$ cat config.mk
export PLATFORM = sky130hd
export DESIGN_NAME = haptic_strength_decay_flat
export DESIGN_NICKNAME = d
export VERILOG_FILES = /design/src/rtl/hsd_pkg.sv /design/src/rtl/hsd_req_if.sv /design/src/rtl/hsd_rsp_if.sv /design/src/rtl/hsd_decay_pipe.sv /design/src/rtl/hsd_out_fifo.sv /design/src/rtl/haptic_strength_decay.sv /design/src/flat_wrapper.sv
export SDC_FILE = /design/constraint.sdc
export NUM_CORES = 2
export LEC_CHECK = 0
export ABC_AREA = 1
export BUFFER_PORTS_ARGS = -buffer_cell sky130_fd_sc_hd__buf_2
export CAP_MARGIN = 20
export CORE_UTILIZATION = 61
export CTS_CLUSTER_SIZE = 24
export DETAILED_ROUTE_END_ITERATION = 10
export HOLD_SLACK_MARGIN = 0.1
export PLACE_DENSITY = 0.78
export SLEW_MARGIN = 5
export SYNTH_ARGS = -nofsm -noshare
export SYNTH_HDL_FRONTEND = slang
export SYNTH_SLANG_ARGS = --single-unit
$ cat constraint.sdc
create_clock -name clk_i -period 18 [get_ports clk_i]
set_input_delay 1.8 -clock clk_i [delete_from_list [all_inputs] [get_ports clk_i]]
set_output_delay 1.8 -clock clk_i [all_outputs]
set_load 0.01 [all_outputs]
$ cat src/rtl/hsd_pkg.sv
`timescale 1ns / 1ps
// ----------------------------------------------------------------------------
// hsd_pkg: shared types and constants of the haptic strength decay block
// Holds the request codes, register indexes, channel state entry, stage
// records and the fixed-point constants of the decay arithmetic.
// ----------------------------------------------------------------------------
package hsd_pkg;

  // Request codes carried in req_type.
  typedef enum logic [0:0] {
    REQ_SAMPLE = 1'b0,
    REQ_TICK   = 1'b1
  } req_type_e;

  // Configuration register indexes.
  typedef enum logic [0:0] {
    CFG_DECAY_SPEED = 1'b0,
    CFG_HOLD_DELAY  = 1'b1
  } cfg_idx_e;

  localparam int unsigned CFG_DATA_W = 32;

  // Register reset values.
  localparam logic [7:0]  DECAY_SPEED_RST = 8'd20;
  localparam logic [31:0] HOLD_DELAY_RST  = 32'd10000;

  // Elapsed time is clipped to 18 bits: beyond 2^18 ms any nonzero speed
  // already removes more than 255 units.
  localparam int unsigned SINCE_W = 18;
  localparam int unsigned PROD_W  = SINCE_W + 8;

  // Division by 1000 as a multiplication by ceil(2^36 / 1000) and a shift;
  // exact for every product below 2^26.
  localparam int unsigned RECIP_W     = 27;
  localparam int unsigned RECIP_SHIFT = 36;
  localparam int unsigned SCALED_W    = PROD_W + RECIP_W;
  localparam int unsigned QUOT_W      = SCALED_W - RECIP_SHIFT;
  localparam logic [RECIP_W-1:0] RECIP_1000 = 27'd68719477;

  // Result queue.
  localparam int unsigned OUT_DEPTH = 8;
  localparam int unsigned OUT_PTR_W = 3;
  localparam int unsigned OUT_CNT_W = OUT_PTR_W + 1;
  localparam logic [OUT_CNT_W-1:0] OUT_CREDITS = OUT_CNT_W'(OUT_DEPTH);

  // Per-channel state entry.
  typedef struct packed {
    logic [7:0]  last_input;
    logic [31:0] update_time;
    logic [7:0]  level;
  } entry_t;

  // Record of one request between the decision stage and write-back.
  // level holds the final level unless take is set; then it is the level
  // before decay.
  typedef struct packed {
    logic [3:0]         channel;
    logic               in_range;
    logic               take;
    logic [7:0]         last_input;
    logic [31:0]        update_time;
    logic [7:0]         level;
    logic [SINCE_W-1:0] since;
    logic               since_sat;
  } stage_t;

  // One queued result.
  typedef struct packed {
    logic [3:0] channel;
    logic [7:0] level;
  } result_t;

endpackage

$ cat src/rtl/hsd_req_if.sv
`timescale 1ns / 1ps
// ----------------------------------------------------------------------------
// hsd_req_if: request channel of the haptic strength decay block
// Valid/ready handshake with one strength sample or refresh tick.
// ----------------------------------------------------------------------------
interface hsd_req_if;
  logic        valid;
  logic        ready;
  logic        req_type;
  logic [3:0]  channel;
  logic [7:0]  strength;
  logic [31:0] now_ms;

  modport source (output valid, req_type, channel, strength, now_ms, input ready);
  modport sink   (input valid, req_type, channel, strength, now_ms, output ready);
endinterface

$ cat src/rtl/hsd_rsp_if.sv
`timescale 1ns / 1ps
// ----------------------------------------------------------------------------
// hsd_rsp_if: result channel of the haptic strength decay block
// Valid/ready handshake with one channel drive update.
// ----------------------------------------------------------------------------
interface hsd_rsp_if;
  logic        valid;
  logic        ready;
  logic [3:0]  out_channel;
  logic [7:0]  level;
  logic [11:0] duty;

  modport source (output valid, out_channel, level, duty, input ready);
  modport sink   (input valid, out_channel, level, duty, output ready);
endinterface

$ cat src/rtl/hsd_decay_pipe.sv
`timescale 1ns / 1ps
// ----------------------------------------------------------------------------
// hsd_decay_pipe: decay amount arithmetic
// Two stages after the decision: speed times elapsed time, then division by
// 1000 through a reciprocal, saturation and the floored subtraction.
// ----------------------------------------------------------------------------
module hsd_decay_pipe (
  input  logic                  clk_i,
  input  logic                  rst_ni,
  input  logic                  s1_vld_i,
  input  hsd_pkg::stage_t       s1_i,
  input  logic [7:0]            decay_speed_i,
  output logic                  s2_vld_o,
  output hsd_pkg::stage_t       s2_o,
  output logic                  s3_vld_o,
  output hsd_pkg::stage_t       s3_o,
  output logic [7:0]            s3_level_o
);

  logic                          s2_vld_q;
  hsd_pkg::stage_t               s2_q;
  logic                          s3_vld_q;
  hsd_pkg::stage_t               s3_q;
  logic [hsd_pkg::PROD_W-1:0]    prod_d, prod_q;
  logic                          sat_d, sat_q;
  logic [hsd_pkg::SCALED_W-1:0]  scaled;
  logic [hsd_pkg::QUOT_W-1:0]    quot;
  logic [7:0]                    amount;
  logic [7:0]                    decayed;

  // Stage valid flags.
  always_ff @(posedge clk_i or negedge rst_ni) begin
    if (!rst_ni) begin
      s2_vld_q <= 1'b0;
      s3_vld_q <= 1'b0;
    end else begin
      s2_vld_q <= s1_vld_i;
      s3_vld_q <= s2_vld_q;
    end
  end

  // Speed times elapsed milliseconds; a clipped elapsed time saturates
  // unless the speed is zero.
  always_comb begin
    prod_d = hsd_pkg::PROD_W'(s2_q.since) * hsd_pkg::PROD_W'(decay_speed_i);
    sat_d  = s2_q.since_sat && (decay_speed_i != 8'd0);
  end

  // Stage payloads.
  always_ff @(posedge clk_i) begin
    s2_q   <= s1_i;
    s3_q   <= s2_q;
    prod_q <= prod_d;
    sat_q  <= sat_d;
  end

  // Divide by 1000, saturate at 255 and subtract, floored at zero.
  always_comb begin
    scaled  = hsd_pkg::SCALED_W'(prod_q) * hsd_pkg::SCALED_W'(hsd_pkg::RECIP_1000);
    quot    = scaled[hsd_pkg::SCALED_W-1:hsd_pkg::RECIP_SHIFT];
    amount  = (sat_q || (quot > hsd_pkg::QUOT_W'(255))) ? 8'hFF : quot[7:0];
    decayed = (amount >= s3_q.level) ? 8'd0 : (s3_q.level - amount);
    if (!s3_q.in_range) begin
      s3_level_o = 8'd0;
    end else if (s3_q.take) begin
      s3_level_o = decayed;
    end else begin
      s3_level_o = s3_q.level;
    end
  end

  assign s2_vld_o = s2_vld_q;
  assign s2_o     = s2_q;
  assign s3_vld_o = s3_vld_q;
  assign s3_o     = s3_q;

endmodule

$ cat src/rtl/hsd_out_fifo.sv
`timescale 1ns / 1ps
// ----------------------------------------------------------------------------
// hsd_out_fifo: result queue
// Holds finished results until the receiver takes them; the top level
// admits requests only while a slot is reserved for each one.
// ----------------------------------------------------------------------------
module hsd_out_fifo (
  input  logic              clk_i,
  input  logic              rst_ni,
  input  logic              push_i,
  input  hsd_pkg::result_t  push_data_i,
  input  logic              pop_i,
  output logic              vld_o,
  output hsd_pkg::result_t  data_o
);

  hsd_pkg::result_t              fifo_mem [hsd_pkg::OUT_DEPTH];
  logic [hsd_pkg::OUT_CNT_W-1:0] wr_ptr_q, rd_ptr_q;

  // Pointers carry one extra bit to tell full from empty.
  always_ff @(posedge clk_i or negedge rst_ni) begin
    if (!rst_ni) begin
      wr_ptr_q <= '0;
      rd_ptr_q <= '0;
    end else begin
      if (push_i) begin
        wr_ptr_q <= wr_ptr_q + 1'b1;
      end
      if (pop_i) begin
        rd_ptr_q <= rd_ptr_q + 1'b1;
      end
    end
  end

  // Storage.
  always_ff @(posedge clk_i) begin
    if (push_i) begin
      fifo_mem[wr_ptr_q[hsd_pkg::OUT_PTR_W-1:0]] <= push_data_i;
    end
  end

  assign vld_o  = (wr_ptr_q != rd_ptr_q);
  assign data_o = fifo_mem[rd_ptr_q[hsd_pkg::OUT_PTR_W-1:0]];

endmodule

$ cat src/rtl/haptic_strength_decay.sv
`timescale 1ns / 1ps
// ----------------------------------------------------------------------------
// haptic_strength_decay: per-channel vibration strength with timed decay
// Keeps the last strength, its change time and the drive level of every
// channel in one state memory and decays levels after a hold delay.
// ----------------------------------------------------------------------------
// Usage:
//   req_i carries one strength sample or refresh tick per request; rsp_o
//   returns one result per request, in order: channel, level and PWM duty.
//   Configuration writes (decay speed, hold delay) go through cfg_we_i,
//   cfg_idx_i and cfg_data_i while no request is in flight.
// Pipeline and throughput:
//   An accepted request passes the decision stage, the two arithmetic
//   stages and the result queue before its result shows on rsp_o. One
//   request is accepted every cycle while the queue has a free slot; a
//   request whose channel matches one of the two requests just ahead of it
//   that decayed the level waits until they finish, since the decision stage
//   needs that level from the arithmetic stages. The state memory is read
//   in the cycle before the decision; write-back is forwarded to that stage.
// Reset:
//   Every channel reads as zero until first written (one valid flag per
//   entry, so no clearing pass); the registers take their default values.
// Stalls:
//   Results wait in an eight-entry queue. Requests are taken only while
//   the queue has a slot for every request in flight, so a stalled receiver
//   holds off the sender without losing anything.
// ----------------------------------------------------------------------------
module haptic_strength_decay #(
  parameter int unsigned CHANNELS          = 16,
  parameter int unsigned REFRESH_PERIOD_MS = 20
) (
  input  logic                           clk_i,
  input  logic                           rst_ni,
  hsd_req_if.sink                        req_i,
  hsd_rsp_if.source                      rsp_o,
  input  logic                           cfg_we_i,
  input  logic                           cfg_idx_i,
  input  logic [hsd_pkg::CFG_DATA_W-1:0] cfg_data_i
);

  localparam int unsigned IDX_W     = (CHANNELS > 1) ? $clog2(CHANNELS) : 1;
  localparam int unsigned MEM_DEPTH = 1 << IDX_W;

  // Configuration registers.
  logic [7:0]  decay_speed_q;
  logic [31:0] hold_delay_q;

  // Decision stage.
  logic        s1_vld_q, s1_vld_d;
  logic        s1_type_q;
  logic [3:0]  s1_ch_q;
  logic [7:0]  s1_str_q;
  logic [31:0] s1_now_q;

  // State memory and its read and write ports.
  hsd_pkg::entry_t      state_mem [MEM_DEPTH];
  logic [MEM_DEPTH-1:0] ent_vld_q;
  hsd_pkg::entry_t      rd_q;
  logic                 rd_vld_q;
  logic [IDX_W-1:0]     raddr;
  logic                 mem_we;
  logic [IDX_W-1:0]     waddr;
  hsd_pkg::entry_t      wdata;

  // Copy of the write of the previous cycle.
  logic                 w_vld_q;
  logic [3:0]           w_ch_q;
  hsd_pkg::entry_t      w_ent_q;

  logic [31:0]          ldt_q;

  // Decision logic.
  hsd_pkg::entry_t      cur;
  logic                 in_range;
  logic [7:0]           req_str;
  logic                 changed;
  logic [31:0]          since;
  logic                 period_ok;
  logic                 hold_ok;
  hsd_pkg::stage_t      s1_stage;
  logic                 stall;
  logic                 s1_adv;

  // Arithmetic stages.
  logic                 s2_vld;
  hsd_pkg::stage_t      s2;
  logic                 s3_vld;
  hsd_pkg::stage_t      s3;
  logic [7:0]           s3_level;

  // Handshakes and queue.
  logic                          accept;
  logic                          deliver;
  logic [hsd_pkg::OUT_CNT_W-1:0] cnt_q, cnt_d;
  logic                          fifo_vld;
  hsd_pkg::result_t              fifo_data;
  hsd_pkg::result_t              push_data;

  // Configuration write decoder.
  always_ff @(posedge clk_i or negedge rst_ni) begin
    if (!rst_ni) begin
      decay_speed_q <= hsd_pkg::DECAY_SPEED_RST;
      hold_delay_q  <= hsd_pkg::HOLD_DELAY_RST;
    end else if (cfg_we_i) begin
      unique case (hsd_pkg::cfg_idx_e'(cfg_idx_i))
        hsd_pkg::CFG_DECAY_SPEED: decay_speed_q <= cfg_data_i[7:0];
        hsd_pkg::CFG_HOLD_DELAY:  hold_delay_q  <= cfg_data_i[31:0];
        default: ;
      endcase
    end
  end

  // Request admission: one queue slot per request in flight.
  assign req_i.ready = !stall && (cnt_q < hsd_pkg::OUT_CREDITS);
  assign accept      = req_i.valid && req_i.ready;
  assign deliver     = rsp_o.valid && rsp_o.ready;

  always_comb begin
    cnt_d = cnt_q;
    if (accept && !deliver) begin
      cnt_d = cnt_q + 1'b1;
    end else if (!accept && deliver) begin
      cnt_d = cnt_q - 1'b1;
    end
  end

  // Decision stage holds its request while stalled.
  assign s1_vld_d = stall ? 1'b1 : accept;

  always_ff @(posedge clk_i or negedge rst_ni) begin
    if (!rst_ni) begin
      s1_vld_q <= 1'b0;
      cnt_q    <= '0;
      ldt_q    <= '0;
      ent_vld_q <= '0;
      rd_vld_q <= 1'b0;
      w_vld_q  <= 1'b0;
    end else begin
      s1_vld_q <= s1_vld_d;
      cnt_q    <= cnt_d;
      if (s1_adv && s1_stage.take) begin
        ldt_q <= s1_now_q;
      end
      if (mem_we) begin
        ent_vld_q[waddr] <= 1'b1;
      end
      rd_vld_q <= ent_vld_q[raddr];
      w_vld_q  <= mem_we;
    end
  end

  always_ff @(posedge clk_i) begin
    if (accept) begin
      s1_type_q <= req_i.req_type;
      s1_ch_q   <= req_i.channel;
      s1_str_q  <= req_i.strength;
      s1_now_q  <= req_i.now_ms;
    end
  end

  // State memory: read in the cycle before the decision, written at the end.
  // A stalled request reads its entry again every cycle.
  assign raddr  = IDX_W'(stall ? s1_ch_q : req_i.channel);
  assign mem_we = s3_vld && s3.in_range;
  assign waddr  = IDX_W'(s3.channel);

  always_comb begin
    wdata.last_input  = s3.last_input;
    wdata.update_time = s3.update_time;
    wdata.level       = s3_level;
  end

  always_ff @(posedge clk_i) begin
    if (mem_we) begin
      state_mem[waddr] <= wdata;
    end
    rd_q    <= state_mem[raddr];
    w_ch_q  <= s3.channel;
    w_ent_q <= wdata;
  end

  // Current entry: memory data, then newer writes, youngest last.
  always_comb begin
    cur = rd_vld_q ? rd_q : '0;
    if (w_vld_q && (w_ch_q == s1_ch_q)) begin
      cur = w_ent_q;
    end
    if (s3_vld && s3.in_range && (s3.channel == s1_ch_q)) begin
      cur.last_input  = s3.last_input;
      cur.update_time = s3.update_time;
      cur.level       = s3.level;
    end
    if (s2_vld && s2.in_range && (s2.channel == s1_ch_q)) begin
      cur.last_input  = s2.last_input;
      cur.update_time = s2.update_time;
      cur.level       = s2.level;
    end
  end

  // Decide between taking a new strength, decaying and holding.
  always_comb begin
    in_range  = (32'(s1_ch_q) < CHANNELS);
    req_str   = (hsd_pkg::req_type_e'(s1_type_q) == hsd_pkg::REQ_TICK) ?
                cur.last_input : s1_str_q;
    changed   = (req_str != cur.last_input);
    since     = s1_now_q - ldt_q;
    period_ok = (since >= 32'(REFRESH_PERIOD_MS));
    hold_ok   = ((s1_now_q - cur.update_time) >= hold_delay_q);

    s1_stage.channel     = s1_ch_q;
    s1_stage.in_range    = in_range;
    s1_stage.take        = in_range && !changed && period_ok &&
                           (cur.level != 8'd0) && hold_ok;
    s1_stage.last_input  = req_str;
    s1_stage.update_time = changed ? s1_now_q : cur.update_time;
    if (!in_range) begin
      s1_stage.level = 8'd0;
    end else if (changed) begin
      s1_stage.level = req_str;
    end else begin
      s1_stage.level = cur.level;
    end
    s1_stage.since     = since[hsd_pkg::SINCE_W-1:0];
    s1_stage.since_sat = |since[31:hsd_pkg::SINCE_W];
  end

  // Interlock: wait while a decay on the same channel is still computing.
  assign stall = s1_vld_q &&
                 ((s2_vld && s2.take && (s2.channel == s1_ch_q)) ||
                  (s3_vld && s3.take && (s3.channel == s1_ch_q)));
  assign s1_adv = s1_vld_q && !stall;

  hsd_decay_pipe u_decay_pipe (
    .clk_i         (clk_i),
    .rst_ni        (rst_ni),
    .s1_vld_i      (s1_adv),
    .s1_i          (s1_stage),
    .decay_speed_i (decay_speed_q),
    .s2_vld_o      (s2_vld),
    .s2_o          (s2),
    .s3_vld_o      (s3_vld),
    .s3_o          (s3),
    .s3_level_o    (s3_level)
  );

  // Result queue.
  always_comb begin
    push_data.channel = s3.channel;
    push_data.level   = s3_level;
  end

  hsd_out_fifo u_out_fifo (
    .clk_i       (clk_i),
    .rst_ni      (rst_ni),
    .push_i      (s3_vld),
    .push_data_i (push_data),
    .pop_i       (deliver),
    .vld_o       (fifo_vld),
    .data_o      (fifo_data)
  );

  assign rsp_o.valid       = fifo_vld;
  assign rsp_o.out_channel = fifo_data.channel;
  assign rsp_o.level       = fifo_data.level;
  assign rsp_o.duty        = {fifo_data.level, 4'd0};

`ifndef SYNTHESIS
  // Requests in flight never exceed the queue slots.
  a_credit_bound: assert property (@(posedge clk_i) disable iff (!rst_ni)
    cnt_q <= hsd_pkg::OUT_CREDITS)
    else $error("request count exceeds result queue depth");

  // No queued result without a request in flight.
  a_empty_when_idle: assert property (@(posedge clk_i) disable iff (!rst_ni)
    (cnt_q == '0) |-> !fifo_vld)
    else $error("result shown with no request in flight");

  // A decay step records the request time as the last decay time.
  a_decay_time: assert property (@(posedge clk_i) disable iff (!rst_ni)
    (s1_adv && s1_stage.take) |=> (ldt_q == $past(s1_now_q)))
    else $error("last decay time not updated by a decay step");
`endif

endmodule
$ cat src/flat_wrapper.sv
// flat-port wrapper written by rule: the top's interface ports become plain ports
module haptic_strength_decay_flat 
#(
  parameter int unsigned CHANNELS          = 16,
  parameter int unsigned REFRESH_PERIOD_MS = 20
)
  (clk_i, rst_ni, cfg_we_i, cfg_idx_i, cfg_data_i, req_i_valid, req_i_req_type, req_i_channel, req_i_strength, req_i_now_ms, req_i_ready, rsp_o_valid, rsp_o_out_channel, rsp_o_level, rsp_o_duty, rsp_o_ready);
  hsd_req_if req_i_i ();
  hsd_rsp_if rsp_o_i ();
  input  logic clk_i;
  input  logic rst_ni;
  input  logic cfg_we_i;
  input  logic cfg_idx_i;
  input  logic [hsd_pkg::CFG_DATA_W-1:0] cfg_data_i;
  input wire logic [$bits(req_i_i.valid)-1:0] req_i_valid;
  input wire logic [$bits(req_i_i.req_type)-1:0] req_i_req_type;
  input wire logic [$bits(req_i_i.channel)-1:0] req_i_channel;
  input wire logic [$bits(req_i_i.strength)-1:0] req_i_strength;
  input wire logic [$bits(req_i_i.now_ms)-1:0] req_i_now_ms;
  output wire logic [$bits(req_i_i.ready)-1:0] req_i_ready;
  output wire logic [$bits(rsp_o_i.valid)-1:0] rsp_o_valid;
  output wire logic [$bits(rsp_o_i.out_channel)-1:0] rsp_o_out_channel;
  output wire logic [$bits(rsp_o_i.level)-1:0] rsp_o_level;
  output wire logic [$bits(rsp_o_i.duty)-1:0] rsp_o_duty;
  input wire logic [$bits(rsp_o_i.ready)-1:0] rsp_o_ready;
  assign req_i_i.valid = req_i_valid;
  assign req_i_i.req_type = req_i_req_type;
  assign req_i_i.channel = req_i_channel;
  assign req_i_i.strength = req_i_strength;
  assign req_i_i.now_ms = req_i_now_ms;
  assign req_i_ready = req_i_i.ready;
  assign rsp_o_valid = rsp_o_i.valid;
  assign rsp_o_out_channel = rsp_o_i.out_channel;
  assign rsp_o_level = rsp_o_i.level;
  assign rsp_o_duty = rsp_o_i.duty;
  assign rsp_o_i.ready = rsp_o_ready;
  haptic_strength_decay #(.CHANNELS(CHANNELS), .REFRESH_PERIOD_MS(REFRESH_PERIOD_MS)) u_core (.clk_i(clk_i), .rst_ni(rst_ni), .req_i(req_i_i), .rsp_o(rsp_o_i), .cfg_we_i(cfg_we_i), .cfg_idx_i(cfg_idx_i), .cfg_data_i(cfg_data_i));
endmodule
# ---- Yosys cells after proc, flatten, opt, wreduce, memory -nomap -nowiden
# Memory sizes are Yosys's and may differ from the RTL's. A register that Yosys moved wholly into a read port is not among the register bits.
# Cells that the tools add are included.
dict set report totals {
  in_bits 83
  n_memories 2
  wordCells 112
  mem_bits_rw 864
  reg_bits 354
}
dict set report op_classes {
  n_mux 20
  multipliers 2
  n_addsub 7
  n_lt_le_gt_ge 8
  reduce_logical 32
  n_eq_ne 5
  n_bitwise 2
}
# memory depth word_bits rd rd_clocked_by_memory_dff wr line_no
set memory_table {}
lappend memory_table {u_core.state_mem 16 48 1 1 1 haptic_strength_decay.sv:56} ;# hsd_pkg::entry_t state_mem [MEM_DEPTH];
lappend memory_table {u_core.u_out_fifo.fifo_mem 8 12 1 0 1 hsd_out_fifo.sv:17} ;# hsd_pkg::result_t fifo_mem [hsd_pkg::OUT_DEPTH];
# operator count
set op_table {}
lappend op_table {{48-bit 2-to-1 mux} 4}
lappend op_table {{32-bit subtractor} 2}
lappend op_table {{26-bit by 27-bit multiplier with 53-bit output (second input constant)} 1}
lappend op_table {{8-bit 2-to-1 mux} 5}
lappend op_table {{32-bit >= comparator} 1}
lappend op_table {{32-bit by 5-bit >= comparator with 1-bit output (second input constant)} 1}
lappend op_table {{32-bit 2-to-1 mux} 1}
lappend op_table {{18-bit by 8-bit multiplier with 26-bit output} 1}
lappend op_table {{1-bit logical AND} 20}
lappend op_table {{17-bit by 8-bit > comparator with 1-bit output (second input constant)} 1}
lappend op_table {{16-bit bitwise OR} 1}
lappend op_table {{8-bit nonzero test} 2}
lappend op_table {{14-bit OR reduction} 1}
lappend op_table {{4-bit by 1-bit adder with 4-bit output (second input constant)} 3}
lappend op_table {{4-bit == test} 3}
lappend op_table {{4-bit 2-to-1 mux} 3}
lappend op_table {{4-bit by 5-bit less-than comparator with 1-bit output (second input constant)} 2}
lappend op_table {{8-bit >= comparator} 1}
lappend op_table {{8-bit inequality test} 1}
lappend op_table {{8-bit subtractor} 1}
lappend op_table {{1-bit 2-to-1 mux} 5}
lappend op_table {{1-bit binary-select mux with 4-bit select} 1}
lappend op_table {{1-bit demux with 4-bit select} 1}
lappend op_table {{4-bit by 1-bit >= comparator with 1-bit output (second input constant)} 1}
lappend op_table {{other kinds (8)} 13}

# ---- Depth between registers and ports, before layout
dict set report logic_depth {
  ltp_word 12
  mapped_depth 45
  ltp_nobuf 45
}

# ---- Modules after synthesis
# A second synthesis with hierarchy kept.
dict set report hier_totals {
  hier_cells 7176
  area_unflattened_um2 71142.0
}
# mod instances seq_area_each_um2 area_each_um2 cells_per_inst
set modules_own_cells {}
lappend modules_own_cells {haptic_strength_decay 1 28801.4 45832.7 4237}
lappend modules_own_cells {hsd_decay_pipe 1 3513.4 20692.3 2473}
lappend modules_own_cells {hsd_out_fifo 1 3083.0 4616.9 466}

# ---- Worst setup path after synthesis
# Ideal clock, no wire load.
dict set report synth_timing {
  path_type {register -> register}
  from {reg u_core.u_decay_pipe.prod_q[15] (netlist name)}
  to {mem u_core.state_mem[0][3] (netlist name) (data pin)}
  setup_time_ns 0.411
  path_buffers 0
  path_stages_with_launch 40
  synth_period_minus_slack_ns 8.553
  arrival_time_ns 8.141
  slack_ns 9.447
  cell_sequence {dfxtp_1 -> inv_1 -> ha_1 -> fa_1 -> inv_1 -> fa_1 -> inv_1 -> fa_1 -> inv_1 -> fa_1 -> fa_1 -> inv_1 -> fa_1 -> inv_1 -> ha_1 -> nand2_1 -> nor2_1 -> inv_1 -> [... 4 more ...] -> nand4_1 -> nand2_1 -> nor2_1 -> nand2_1 -> nor2_1 -> nand4_1 -> ha_1 -> fa_1 -> nor2_1 -> o21ai_0 -> nand2_1 -> nand2_1 -> nand2_1 -> a21oi_1 -> o21ai_0 -> a21o_1 -> nand2_1 -> o31ai_1}
}
dict set report synth_between {
  elab_chain_len 7
  elab_cells_between_ends 8
}
# element line_no
set synth_rtl {}
lappend synth_rtl {{from (decl)} hsd_decay_pipe.sv:24} ;# logic [hsd_pkg::PROD_W-1:0] prod_d, prod_q;
lappend synth_rtl {{from (signal assigned)} hsd_decay_pipe.sv:53} ;# prod_q <= prod_d;
lappend synth_rtl {{26-bit by 27-bit multiplier with 53-bit output (*)} hsd_decay_pipe.sv:59} ;# scaled = hsd_pkg::SCALED_W'(prod_q) * hsd_pkg::SCALED_W'(hsd_pkg::RECIP_1000);
lappend synth_rtl {{17-bit by 8-bit > comparator with 1-bit output} hsd_decay_pipe.sv:61} ;# amount = (sat_q || (quot > hsd_pkg::QUOT_W'(255))) ? 8'hFF : quot[7:0];
lappend synth_rtl {{1-bit logical OR} hsd_decay_pipe.sv:61}
lappend synth_rtl {{8-bit 2-to-1 mux (*)} hsd_decay_pipe.sv:61}
lappend synth_rtl {{8-bit subtractor or 8-bit >= comparator (tied branches)} hsd_decay_pipe.sv:62} ;# decayed = (amount >= s3_q.level) ? 8'd0 : (s3_q.level - amount);
lappend synth_rtl {{8-bit 2-to-1 mux (*)} hsd_decay_pipe.sv:62}
lappend synth_rtl {{8-bit 2-to-1 mux (*)} hsd_decay_pipe.sv:65} ;# end else if (s3_q.take) begin
lappend synth_rtl {{via u_core.s3_level[3]} haptic_strength_decay.sv:89} ;# logic [7:0] s3_level;
lappend synth_rtl {{to (decl)} haptic_strength_decay.sv:56}
# Mark *: on every way through the listed nets, which the timed path passes. The rest lies on a longest branch.

# ---- Worst setup path in the final report
dict set report layout_timing {
  from {reg u_core.u_decay_pipe.prod_q[12] (netlist name)}
  to {mem u_core.state_mem[10][5] (netlist name) (data pin)}
}
# Same word-level chain as after synthesis.

==> reports/results.ini <==
[status]
status=finished, final reports clean

[worst_hold_path]
whs_endpoint=u_core.u_decay_pipe.s3_o[66]$_DFF_P_
hold_path_depth=0
min-delay-start=u_core.u_decay_pipe.s2_o[66]$_DFF_P_
hp-class=flip-flop to flip-flop

[global_routing]
grt_pass1_wl_um=278000
antenna_found_initial=5
grt_usage_pct=31.6
grt_pass1_vias=49000
grt_max_degree=258
grt-ovfl-total=0

[timing]
rsz0062_at_grt=no
finalHoldViolations=0
fin_crit_sh_pct=51.5
max_clock_freq_mhz=108
skew_ns=0.0637
worst_slew_pin_slew_ns=1.36
relSlewSlack_pct=9.58
fin_crit_ns=9.28
slew_violations=0
setup_viol=0
fin_setup_tns_ns=0

[placement]
place.gp.congestion=1.01
hpwl_um=118000
portBuffers=104

[synthesis]
syn_area_per_cell_um2=9.85
synth_edf_count=909
synth_top_cell_by_area=edfxtp_1
ys_ff_latch=1266
synthesis.area_um2=69100
synthArstFlopShare_pct=8.29
synth.yosys.seq_area_share_pct=50.6
synth_area_leaders=edfxtp_1 40%, fa_1 9.0%, nand2_1 8.6%, ha_1 7.6%, dfxtp_1 7.3%
syn-instance-count=7012
ys.warnings.count=0
netlist.area_leader.share_pct=39.5
synth_cell_types=54
synth_ff_type=edfxtp_1

[setup_path]
critical_path.max_stage_delay_ns=0.88
reg2reg_to=u_core.state_mem[10][5]$_DFFE_PP_
worstPathRequired_ns=18.38
worstSetupEndpointType=flip-flop
rrSetupSlack_ns=8.72
cp-start-kind=flip-flop
slowest_stage=o31ai_4
setup.worst_path.class=flip-flop to flip-flop
critPathMaxFanout=25
reg2regPathDepth=35
crit_arrival_ns=9.66
reg2reg_from=u_core.u_decay_pipe.prod_q[12]$_DFF_P_

[clock_tree]
hold_buffers=0
clkSlewWorstSetupHoldPaths_ns=0.06
cts_max_level=3
cts_buffers=121
cts_tree=done
cts_buffer_depth=3
worstSkewPairLatency_ns=0.74
post_cts_buffers=0
ctsResizeCount=0
cts-root-buf=clkbuf_16
cts.sink_count=1266

[final_layout]
nets=7831
diodes=0
n_fill_cell=8602
syn_to_final_growth_pct=8.41
drive_above_1_share_pct=6.15
multiInputGateArea_um2=28700
fin_util_pct=66.7
register_area_um2=35000

[floorplan]
die_area_um2=115000
rows=123
start_util_pct=61.5
core_um2=112000
io_pins=109
die_width_um=339
die_h_um=339

[routing]
post-route-drc-count=0
vias_per_cell=5.73
drtIter0Drc=4706
drt_wl_total_um=182000
wire_per_inst_um=21.1
dr.pass1.iters=6
ant_nets=0
num_vias=49400

[job]
maxCapViolCount=0

## cell families (layout without fill, tap and decap cells)
family / after synthesis / in the layout / synth area share [%]
simple gates: 2492 / 2492 / 14.7
xor+xnor: 82 / 82 / 1.04
buf+inv: 1418 / 1525 / 8.09
flops: 1266 / 1266 / 50.6
other cells: 1 / 4 / 0.00543
fa+ha+maj: 733 / 733 / 16.7
compound gates: 1020 / 1020 / 8.82
## metal layers
metal  GRT usage (%)  part of all wire, %  up-vias  wire length [um]
met3            4.02                  7.4      397             13400
met5               0                0.016        -                30
met1            42.9                   41    23800             74600
met4            12.5                  3.9        4              7140
li1                -                    -    23100                 -
met2            52.0                   48     2031             86700
## worst max-delay path, delay by kind of cell (launching register included)
family | cells | cell delay (ns)
AO/OA/AOI/OAI | 8 | 2.14
adder cells (fa/ha/maj) | 10 | 4.45
buffers and inverters | 4 | 0.32
flip-flops | 1 | 0.56
AND/OR/NAND/NOR | 13 | 1.46
## cells in the final DEF, fill, tap and decap left out, drive strengths merged, types with 5 or more instances in the layout
cell,n
nor3,22
nor4,8
dfstp,7
a21oi,250
a21boi,7
o22ai,14
xor2,53
nand2,1576
o211ai,307
inv,1134
ha,421
dfrtp,98
clkbuf,179
clkinvlp,7
clkinv,36
a31oi,22
o21bai,5
fa,312
o21a,13
nand3,357
o21ai,373
nand3b,10
bufinv,6
edfxtp,909
dfxtp,252
nand4,71
buf,163
nor2,415
or2,29
a21o,13
xnor2,29
## cells in the mapped netlist (all sizes together) (7+ instances only)
master	number
a21boi	7
a21o	13
a21oi	250
a31oi	22
buf	138
clkbuf	148
dfrtp	98
dfstp	7
dfxtp	252
edfxtp	909
fa	312
ha	421
inv	1130
nand2	1576
nand3	357
nand3b	10
nand4	71
nor2	415
nor3	22
nor4	8
o211ai	307
o21a	13
o21ai	373
o22ai	14
or2	29
xnor2	29
xor2	53
## flip-flops by register name (all words and copies together) (netlist names), 4 cells and up
signal                      cells
u_core.ldt_q                   32
u_core.ent_vld_q               16
u_core.s1_now_q                32
u_core.w_ch_q                   4
u_core.u_decay_pipe.prod_q     26
u_core.u_decay_pipe.s3_o       53
u_core.cnt_q                    4
u_core.u_out_fifo.wr_ptr_q      4
u_core.rd_q                    48
u_core.hold_delay_q            32
u_core.decay_speed_q            8
u_core.w_ent_q                 48
u_core.u_decay_pipe.s2_o       72
u_core.s1_ch_q                  4
u_core.state_mem              768
u_core.s1_str_q                 8
u_core.u_out_fifo.fifo_mem     96
u_core.u_out_fifo.rd_ptr_q      4
## worst max path at each step
| stage | startpoint | end |
|---|---|---|
| floorplan | u_core.u_decay_pipe.prod_q[15]$_DFF_P_ | u_core.state_mem[0][3]$_DFFE_PP_ |
| global placement | u_core.u_decay_pipe.prod_q[18]$_DFF_P_ | u_core.u_out_fifo.fifo_mem[1][2]$_DFFE_PP_ |
| detailed placement | u_core.u_decay_pipe.prod_q[12]$_DFF_P_ | u_core.state_mem[6][5]$_DFFE_PP_ |
| CTS | u_core.u_decay_pipe.prod_q[12]$_DFF_P_ | u_core.state_mem[10][5]$_DFFE_PP_ |
| global route | u_core.u_decay_pipe.prod_q[18]$_DFF_P_ | u_core.state_mem[8][2]$_DFFE_PP_ |
| finish | u_core.u_decay_pipe.prod_q[12]$_DFF_P_ | u_core.state_mem[10][5]$_DFFE_PP_ |
## per-stage QoR
stage	cells	area, um^2	hold WS (ns)	worst slack, ns
2_1_floorplan	7015	69100	0.324	9.45
3_3_place_gp	8391	70800	0.327	8.99
3_5_place_dp	8391	70800	0.331	8.78
4_1_cts	8621	74900	0.303	8.77
5_1_grt	8622	74900	0.305	8.07
6_report	8622	74900	0.300	8.72
## cell type report
type	instances	area share, %
Multi-Input combinational cell	4331	38.4
Sequential cell	1266	46.7
Inverter	1132	5.68
Timing Repair Buffer	163	1.35
Tap cell	1500	2.51
Clock buffer	179	4.71
Clock inverter	51	0.677
Power is left out: the tool's default activity adds up to more than one toggle a clock period on the data nets, which glitch-free logic cannot reach.
